$ cat config.mk
export PLATFORM = sky130hd
export DESIGN_NAME = dmc_ram
export DESIGN_NICKNAME = d
export VERILOG_FILES = /design/src/hw/rtl/dmc_ram.sv
export SDC_FILE = /design/constraint.sdc
export NUM_CORES = 1
export LEC_CHECK = 0
export BUFFER_PORTS_ARGS = -buffer_cell sky130_fd_sc_hd__buf_2
export CORE_MARGIN = 1
export CORE_UTILIZATION = 51
export CTS_BUF_LIST = sky130_fd_sc_hd__clkbuf_4 sky130_fd_sc_hd__clkbuf_8
export DETAILED_ROUTE_END_ITERATION = 10
export PLACE_DENSITY = 0.73
export SLEW_MARGIN = 20
export SYNTH_ARGS = -nofsm -noshare
export SYNTH_HDL_FRONTEND = slang
export SYNTH_SLANG_ARGS = --single-unit
$ cat constraint.sdc
create_clock -name clk -period 1.7 [get_ports clk]
set_input_delay 0.085 -clock clk [delete_from_list [all_inputs] [get_ports clk]]
set_output_delay 0.085 -clock clk [all_outputs]
set_load 0.01 [all_outputs]
$ cat src/hw/rtl/dmc_ram.sv
// ----------------------------------------------------------------------------
// dmc_ram
// Generic simple dual-port RAM: one write port, one read port, registered read.
// ----------------------------------------------------------------------------
`default_nettype none

module dmc_ram #(
  parameter int WIDTH = 8,
  parameter int DEPTH = 16
) (
  input  wire logic                     clk,
  input  wire logic                     we,
  input  wire logic [$clog2(DEPTH)-1:0] waddr,
  input  wire logic [WIDTH-1:0]         wdata,
  input  wire logic [$clog2(DEPTH)-1:0] raddr,
  output logic      [WIDTH-1:0]         rdata
);

  logic [WIDTH-1:0] mem [DEPTH];

  // write port
  always_ff @(posedge clk) begin
    if (we) begin
      mem[waddr] <= wdata;
    end
  end

  // registered read port
  always_ff @(posedge clk) begin
    rdata <= mem[raddr];
  end

endmodule

`default_nettype wire

Word-level counts from Yosys, hierarchy flattened

Memories as Yosys holds them, arrays and structs flattened. A register that Yosys moved wholly into a read port is not among the register bits.
Cells that the tools add are included.

Bits in writable memories: 128
Register bits after elaboration: 0
Word-level logic and storage cells: 3
Output and inout port bits: 8
Memories kept: 1
Input port bits: 18

Memory list:

| memory | words | width | rd ports | clocked after Yosys merged registers in | wr ports | line | text |
|---|---|---|---|---|---|---|---|
| mem    | 16    | 8     | 1        | 1                                       | 1        | 19   | `logic [WIDTH-1:0] mem [DEPTH];` |

Multiplexer cells: 2

Operators by type and width:

| kind             | number |
|---|---|
| 2-to-1 mux 1 bit | 2 |

Depth between registers and ports, before layout

Gate-level depths: netlist of the first run.

Depth after elaboration: 2
Mapped depth: 5
Mapped depth without buffers: 3

Least setup slack after synthesis of the first run

Ideal clock, no wire load.

Path type: input port to flip-flop
From: in waddr[2]
To: mem mem[0][0] (enable)
Stages on the path: 2
Arrival: 1.195 ns
Slack: 0.122 ns
Data required time: 1.317 ns
Path buffers: 0
Setup time: 0.383 ns
Path through: or3b_2 > nor3_1

RTL lines:

| item               | line | text |
|---|---|---|
| start: declaration | 13   | `input wire logic [$clog2(DEPTH)-1:0] waddr,` |
| end: declaration   | 19   |  |

Straight into the memory's write port.

==> results of run 1 <==
-- metal layers --
layer	up-vias	GRT usage
met1	1279	0.267
met4	0	0.0857
met5	-	0
li1	1086	-
met2	106	0.323
met3	12	0.0650
-- cells by family (layout without fill, tap and decap cells) --
group | Yosys count | count (layout) | share of synthesized area
buffers and inverters | 10 | 79 | 0.0168
DFF | 136 | 136 | 0.778
muxes | 32 | 32 | 0.150
AOI/OAI and AO/OA | 16 | 16 | 0.0233
and+or+nand+nor | 35 | 35 | 0.0318
-- synthesized netlist by cell type --
library cell / count
edfxtp_1: 128
mux4_2: 18
a22oi_1: 16
mux4_1: 14
nor2_1: 13
nand2_1: 9
dfxtp_1: 8
nor3_1: 4
buf_2: 3
buf_6: 3
clkdlybuf4s25_2: 3
nand2b_1: 2
nand3b_1: 2
and2_1: 1
and2b_1: 1
buf_4: 1
nand3_1: 1
nor2b_1: 1
or3b_2: 1
-- cell usage in the layout (no fill, tap or decap), types with 2 or more instances in the layout --
master,instances
a22oi_1,16
buf_12,3
buf_2,25
buf_4,19
bufinv_16,5
clkbuf_8,17
clkinv_1,2
clkinv_2,3
clkinv_4,2
clkinvlp_4,2
dfxtp_1,8
edfxtp_1,128
mux4_1,14
mux4_2,18
nand2_1,9
nand2b_1,2
nand3b_1,2
nor2_1,13
nor3_1,4
-- power breakdown --
part | switching, mW | internal (mW)
logic | 0.196 | 0.159
registers | 0.0248 | 3.74
clock network | 1.18 | 1.75
-- path summary, 6_finish.rpt --
kind	start	to	slack, ns	cells past startpoint
setup / recovery	mem[9][4]	rdata[4]	0.36	3
hold / removal	wdata[6]	mem[11][6]	0.04	1
setup reg to reg	mem[9][4]	rdata[4]	0.36	3
hold reg to reg	mem[12][1]	rdata[1]	0.67	3
-- state kept, by name (all words and copies together) (netlist names) --
name   count
mem      128
rdata      8
-- critical path, cell delays in order, from the launching register on --
cell	delay, ns
edfxtp_1	0.36
mux4_1	0.52
a22oi_1	0.27
nand2_1	0.07
-- area by class of cell --
cell class / instances / area share
clock buffer: 18 / 0.0402
clock inverter: 14 / 0.0342
multi-input combinational: 83 / 0.176
sequential: 136 / 0.667
tap: 133 / 0.0277
timing repair buffer: 47 / 0.0546
==> impl_metrics.env, run 1 <==
export IMPL_cts_buffers_inserted=17
export IMPL_synth_nets=247
export IMPL_yosys_warnings=0
export IMPL_drive_gt1_frac=0.322
export IMPL_first_pass_iters=6
export IMPL_peakVddDrop_uv=684
export IMPL_hold_slack_ns=0.0383
export IMPL_grt_pass1_wl_microns=14400
export IMPL_core_sq_mm=0.00977
export IMPL_io_pins=26
export IMPL_worst_hold_path_type="in2reg"
export IMPL_clock_sinks=136
export IMPL_track_usage=0.205
export IMPL_min_period_ns=1.34
export IMPL_fill_cells=699
export IMPL_maxSlewHeadroom=0.758
export IMPL_crit_type="reg2reg"
export IMPL_gp_congestion=0.728
export IMPL_cts_setup_buffers=0
export IMPL_synthToLayoutAreaGrowth_pct=16.6
export IMPL_clockBufferDepth=2
export IMPL_endpoint_kind="flip-flop"
export IMPL_routed_via_density=5.76
export IMPL_avgSynthCellArea_sq_um=22.5
export IMPL_initial_core_util=0.527
export IMPL_hold_violations=0
export IMPL_rows=36
export IMPL_crit_arrival_ns=1.65
export IMPL_wl_microns=9340
export IMPL_drt_iter0_markers=151
export IMPL_port_buffers=25
export IMPL_p_per_area_mw_per_mm2=1180
export IMPL_vias=2483
export IMPL_yosysUniqueCellTypes=19
export IMPL_status="finished, final reports clean"
export IMPL_worst_pin_slew_ns=0.363
export IMPL_place_inst=399
export IMPL_ys_seq_elements=136
export IMPL_finClkSkew_ns=0.00983
export IMPL_dr_wl_met3_microns=690
export IMPL_seq_area_sq_mm=0.00400
export IMPL_die_y_microns=102
export IMPL_antenna_left=0
export IMPL_syn_area_sq_mm=0.00515
export IMPL_fin_ws_ns=0.359
export IMPL_htreeDepth=4
export IMPL_cts_resized=0
export IMPL_worstPathMaxFanout=1
export IMPL_post_place_ws_ns=0.151
export IMPL_p_leak_nw=2.04
export IMPL_cts_root_buf="clkbuf_8"
export IMPL_cp_required_ns=2.01
export IMPL_wl_per_cell_microns=21.7
export IMPL_synth_top_cell_area_share=0.747
export IMPL_drv_slew=0
export IMPL_cts_hold_fix_buffers=0
export IMPL_setup_viol=0
export IMPL_rsz0062_at_grt="no"
export IMPL_fin_cells=431
export IMPL_cap_violations=0
export IMPL_fmax_mhz=745
export IMPL_clk_latency_ns=0.43
export IMPL_synth_largest_area_cell="edfxtp_1"
export IMPL_fin_nets=303
export IMPL_fin_util=0.614
export IMPL_post_route_period_util=0.789
export IMPL_die_area_sq_mm=0.0105
export IMPL_startpoint_type="flip-flop"
export IMPL_antenna_found_initial=0
export IMPL_power_total_mw=7.05
export IMPL_path_clk_slew_ns=0.08
export IMPL_syn_inst=229
export IMPL_wl_met1_microns=3750
export IMPL_multiInputGateArea_sq_mm=0.00106
export IMPL_highest_layer="met4"
export IMPL_fin_area_sq_mm=0.00600
export IMPL_diodes=0
export IMPL_drc=0
export IMPL_grt_pass1_vias=2515
export IMPL_place_area_sq_mm=0.00556
export IMPL_met2WireLength_microns=4730
export IMPL_dp_hpwl_microns=6110
export IMPL_die_w_microns=102
export IMPL_cts_tree="yes"
export IMPL_yosysSeqAreaShare=0.778
export IMPL_synth_area_leaders="edfxtp_1 75%, mux4_2 7.9%, mux4_1 7.1%"
export IMPL_grt_ovfl_total=0
export IMPL_tns_ns=0
export IMPL_grt_max_degree=33
Note: power is estimated with default switching activity, not from simulation.
==> run 2: changes to the inputs <==
Settings changed: PLACE_DENSITY 0.73 to 0.7.
Clock period 1.7 ns to 1.3 ns, I/O delays scaled along.
==> run 2 against run 1 <==
Worst setup slack lost 0.34 ns; via count decreased by 1.4%; register-to-register slack got worse by 0.34 ns; utilization rose by 0.65 points; critical path type unchanged.
==> impl_metrics.env, run 2 (synthesis results as in run 1) <==
export IMPL_status="finished, final reports clean"
export IMPL_final_common_cell="edfxtp_1"
export IMPL_rows=36
export IMPL_track_usage=0.203
export IMPL_wl_microns=9250
export IMPL_crit_type="reg2reg"
export IMPL_fmax_mhz=783
export IMPL_gp_congestion=0.712
export IMPL_cts_root_buf="clkbuf_8"
export IMPL_largest_register_ffs=128
export IMPL_cp_required_ns=1.61
export IMPL_p_leak_nw=2.06
export IMPL_hold_violations=0
export IMPL_maxSlewHeadroom=0.380
export IMPL_regMostFlops="mem"
export IMPL_antenna_left=0
export IMPL_endpoint_kind="flip-flop"
export IMPL_die_y_microns=102
export IMPL_dp_hpwl_microns=5880
export IMPL_worst_hold_path_type="in2reg"
export IMPL_clockBufferDepth=2
export IMPL_min_period_ns=1.28
export IMPL_crit_arrival_ns=1.58
export IMPL_vias=2447
export IMPL_worstPathMaxFanout=1
export IMPL_clk_latency_ns=0.43
export IMPL_layout_common_cells="128 x edfxtp_1, 25 x buf_2, 25 x buf_4"
export IMPL_wl_per_cell_microns=21.1
export IMPL_die_area_sq_mm=0.0105
export IMPL_initial_core_util=0.527
export IMPL_worst_pin_slew_ns=0.927
export IMPL_setup_viol=0
export IMPL_grt_pass1_wl_microns=14400
export IMPL_startpoint_type="flip-flop"
export IMPL_diodes=0
export IMPL_htreeDepth=4
export IMPL_first_pass_iters=4
export IMPL_drc=0
export IMPL_cts_setup_buffers=0
export IMPL_cts_tree="yes"
export IMPL_grt_max_degree=21
export IMPL_grt_pass1_vias=2582
export IMPL_die_w_microns=102
export IMPL_peakVddDrop_uv=876
export IMPL_routed_via_density=5.57
export IMPL_post_route_period_util=0.982
export IMPL_fin_ws_ns=0.0232
export IMPL_post_place_ws_ns=-0.249
export IMPL_path_clk_slew_ns=0.07
export IMPL_drv_slew=0
export IMPL_grt_ovfl_total=0
export IMPL_p_per_area_mw_per_mm2=1470
export IMPL_tns_ns=0
export IMPL_core_sq_mm=0.00977
export IMPL_rsz0062_at_grt="yes"
export IMPL_cts_buffers_inserted=17
export IMPL_clock_sinks=136
export IMPL_port_buffers=25
export IMPL_fin_nets=312
export IMPL_fin_util=0.621
export IMPL_drive_gt1_frac=0.386
export IMPL_finClkSkew_ns=0.00757
export IMPL_drt_iter0_markers=138
export IMPL_cap_violations=0
export IMPL_antenna_found_initial=0
export IMPL_synthToLayoutAreaGrowth_pct=17.8
export IMPL_top_regs="mem (128), rdata (8)"
export IMPL_io_pins=26
==> run 2: what timing repair did <==
item	CTS	global route
pin swaps	4	2
hold endpoints to repair	20	0
resized for setup	7	7
setup endpoints to repair	6	6
hold buffers	2	0
==> run 2: path summary, 6_finish.rpt <==
| kind | slack, ns | cells past startpoint | end | startpoint |
|---|---|---|---|---|
| max | 0.02 | 3 | rdata[1] | mem[15][1] |
| min | 0.02 | 1 | mem[4][6] | wdata[6] |
| max reg2reg | 0.02 | 3 | rdata[1] | mem[15][1] |
| min reg2reg | 0.68 | 3 | rdata[2] | mem[14][2] |
==> run 2: routing by layer <==
metal / track usage / vias up / part of all wire
met5: 0 / - / 0
met1: 0.278 / 1261 / 0.44
met2: 0.311 / 69 / 0.48
met4: 0.0813 / 0 / 0.021
li1: - / 1094 / -
met3: 0.0581 / 23 / 0.051
==> run 2: final cells by class <==
| cell class | instances | area [sq um] |
|---|---|---|
| clock buffer | 21 | 277 |
| tap | 133 | 166 |
| sequential | 136 | 4000 |
| clock inverter | 10 | 126 |
| fill | 690 | 3710 |
| timing repair buffer | 56 | 413 |
| multi-input combinational | 83 | 1080 |
==> run 2: stage by stage <==
step	instances	hold WS [ns]	total power [mW]	area, sq um
4_1_cts	439	0.000502	8.99	6070
3_5_place_dp	406	0.451	5.52	5630
5_1_grt	439	0.00246	9.22	6070
3_3_place_gp	406	0.444	5.50	5630
6_report	439	0.0215	8.92	6070
2_1_floorplan	229	0.164	5.28	5150
==> run 2: critical path: stages, from the launching register on <==
cell and delay, ns:
edfxtp_1 0.40, mux4_2 0.51, a22oi_2 0.14, nand2_1 0.10
==> run 2: report_power, final <==
| group | internal (mW) | leakage (nW) | switching [mW] |
|---|---|---|---|
| Clock | 2.01 | 0.209 | 1.47 |
| Combinational | 0.238 | 0.625 | 0.272 |
| Sequential | 4.90 | 1.22 | 0.0291 |
| Total | 7.14 | 2.06 | 1.77 |
==> run 3: changes to the inputs <==
Settings changed: CORE_MARGIN 1 to 2.
==> run 3 against run 2 <==
Global-route usage down 1.9 points; via count down 0.53%; worst setup slack gained 0.00089 ns; highest routed layer unchanged; register-to-register slack about the same; critical path type unchanged; maximum frequency about the same.
==> impl_metrics.env, run 3 (synthesis results as in run 1) <==
export IMPL_antenna_found_initial=0
export IMPL_grt_pass1_wl_microns=14400
export IMPL_power_frac_comb=0.059
export IMPL_setup_viol=0
export IMPL_die_w_microns=104
export IMPL_track_usage=0.184
export IMPL_seq_area_sq_mm=0.00400
export IMPL_routed_via_density=5.56
export IMPL_ff2ff_setup_slack_ns=0.02
export IMPL_core_sq_mm=0.00977
export IMPL_crit_type="reg2reg"
export IMPL_layout_common_cells="128 x edfxtp_1, 26 x buf_4, 25 x buf_2"
export IMPL_reg2reg_depth=3
export IMPL_htreeDepth=4
export IMPL_cts_root_buf="clkbuf_8"
export IMPL_worstReg2RegStart="mem[11][7]"
export IMPL_clockBufferDepth=2
export IMPL_p_per_area_mw_per_mm2=1420
export IMPL_grt_max_degree=20
export IMPL_post_route_period_util=0.981
export IMPL_fmax_mhz=784
export IMPL_regMostFlops="mem"
export IMPL_startpoint_type="flip-flop"
export IMPL_cp_required_ns=1.60
export IMPL_port_buffers=25
export IMPL_peakVddDrop_uv=755
export IMPL_dp_hpwl_microns=6060
export IMPL_drv_slew=0
export IMPL_crit_arrival_ns=1.57
export IMPL_drive_gt1_frac=0.390
export IMPL_swShare=0.223
export IMPL_finClkSkew_ns=0.0105
export IMPL_initial_core_util=0.527
export IMPL_fin_nets=310
export IMPL_top_regs="mem (128), rdata (8)"
export IMPL_diodes=0
export IMPL_cts_hold_fix_buffers=0
export IMPL_io_pins=26
export IMPL_clock_sinks=136
export IMPL_multiInputGateArea_sq_mm=0.00109
export IMPL_rr_endpoint="rdata[7]"
export IMPL_pwr_share_seq=0.577
export IMPL_fin_util=0.615
export IMPL_wl_microns=9180
export IMPL_wl_per_cell_microns=21.0
export IMPL_cts_buffers_inserted=17
export IMPL_min_period_ns=1.28
export IMPL_hold_slack_ns=0.0251
export IMPL_p_leak_nw=2.01
export IMPL_drt_iter0_markers=156
export IMPL_intPower_mw=6.64
export IMPL_maxSlewHeadroom=0.406
export IMPL_vias=2434
export IMPL_drc=0
export IMPL_antenna_left=0
export IMPL_cts_tree="yes"
export IMPL_p_switching_mw=1.90
export IMPL_grt_pass1_vias=2536
export IMPL_worstPathMaxFanout=1
export IMPL_endpoint_kind="flip-flop"
export IMPL_status="finished, final reports clean"
export IMPL_final_common_cell="edfxtp_1"
export IMPL_clk_latency_ns=0.41
export IMPL_min_delay_start="wdata[0]"
export IMPL_first_pass_iters=4
export IMPL_cap_violations=0
export IMPL_hold_violations=0
export IMPL_die_y_microns=104
export IMPL_min_path_cells=1
export IMPL_rsz0062_at_grt="yes"
export IMPL_die_area_sq_mm=0.0109
export IMPL_rows=36
export IMPL_worst_pin_slew_ns=0.888
export IMPL_synthToLayoutAreaGrowth_pct=16.7
export IMPL_fill_cells=701
export IMPL_clockPowerShare=0.364
export IMPL_worst_hold_path_type="in2reg"
export IMPL_grt_ovfl_total=0
export IMPL_hold_end="mem[15][0]"
export IMPL_largest_register_ffs=128
export IMPL_path_clk_slew_ns=0.08
export IMPL_gp_congestion=0.766
[run 3: cell count changes in the layout (fill, tap and decap cells not counted), sizes merged]
| cell | change |
|---|---|
| clkinvlp | +3 |
| inv | +2 |
| clkbuf | -4 |
| clkinv | +2 |
| bufinv | -2 |
| dlygate4sd3 | -2 |
[run 3: metrics by stage]
step             TNS, ns  cells  setup WS [ns]  area, sq um  total power, mW
2_1_floorplan     -0.863    229        -0.0311         5150             5.28
3_3_place_gp       -1.29    406         -0.141         5610             5.50
3_5_place_dp       -1.60    406         -0.160         5610             5.51
4_1_cts                0    438        0.00447         5990             8.60
5_1_grt        -0.000751    438      -0.000751         6010             8.82
6_report               0    438         0.0241         6010             8.54
[run 3: how the worst max path moves through the flow]
stage | from | end | cells after the start
final | mem[11][7] | rdata[7] | 3
after global routing | mem[9][5] | rdata[5] | 3
after CTS | mem[1][5] | rdata[5] | 3
after detailed placement | raddr[0] | rdata[3] | 5
after global placement | raddr[0] | rdata[6] | 5
after floorplan | waddr[2] | mem[3][0] | 2
[run 3: critical path, cell delays in order (launching register included)]
cell      delay, ns
edfxtp_1       0.36
mux4_2         0.49
a22oi_2        0.24
nand2_1        0.08
[run 3: area by class of cell]
class                      instances  share of cell area
tap                              133              0.0277
timing repair buffer              54              0.0633
sequential                       136               0.666
clock buffer                      17              0.0389
multi-input combinational         83               0.182
clock inverter                    15              0.0217
[run 3: metal layers]
layer / vias up / global-route usage / wire length, microns
met1: 1232 / 0.259 / 3910
met2: 100 / 0.277 / 4430
met4: 0 / 0.0763 / 148
li1: 1093 / - / -
met3: 9 / 0.0489 / 695
met5: - / 0 / 0
[run 3: timing repair]
action | CTS | global route
pin swaps | 0 | 4
endpoints found under the setup margin | 4 | 6
resized for setup | 5 | 10
cloned | 0 | 0
buffers inserted | 0 | 0
[run 3: power groups by stage]
| stage | registers [mW] | logic [mW] | clock network [mW] |
|---|---|---|---|
| 5_1_grt | 4.93 | 0.546 | 3.34 |
| 2_1_floorplan | 5.03 | 0.249 | 0 |
| 6_report | 4.93 | 0.502 | 3.11 |
| 4_1_cts | 4.93 | 0.498 | 3.18 |
| 3_3_place_gp | 5.02 | 0.476 | 0 |
| 3_5_place_dp | 5.02 | 0.488 | 0 |
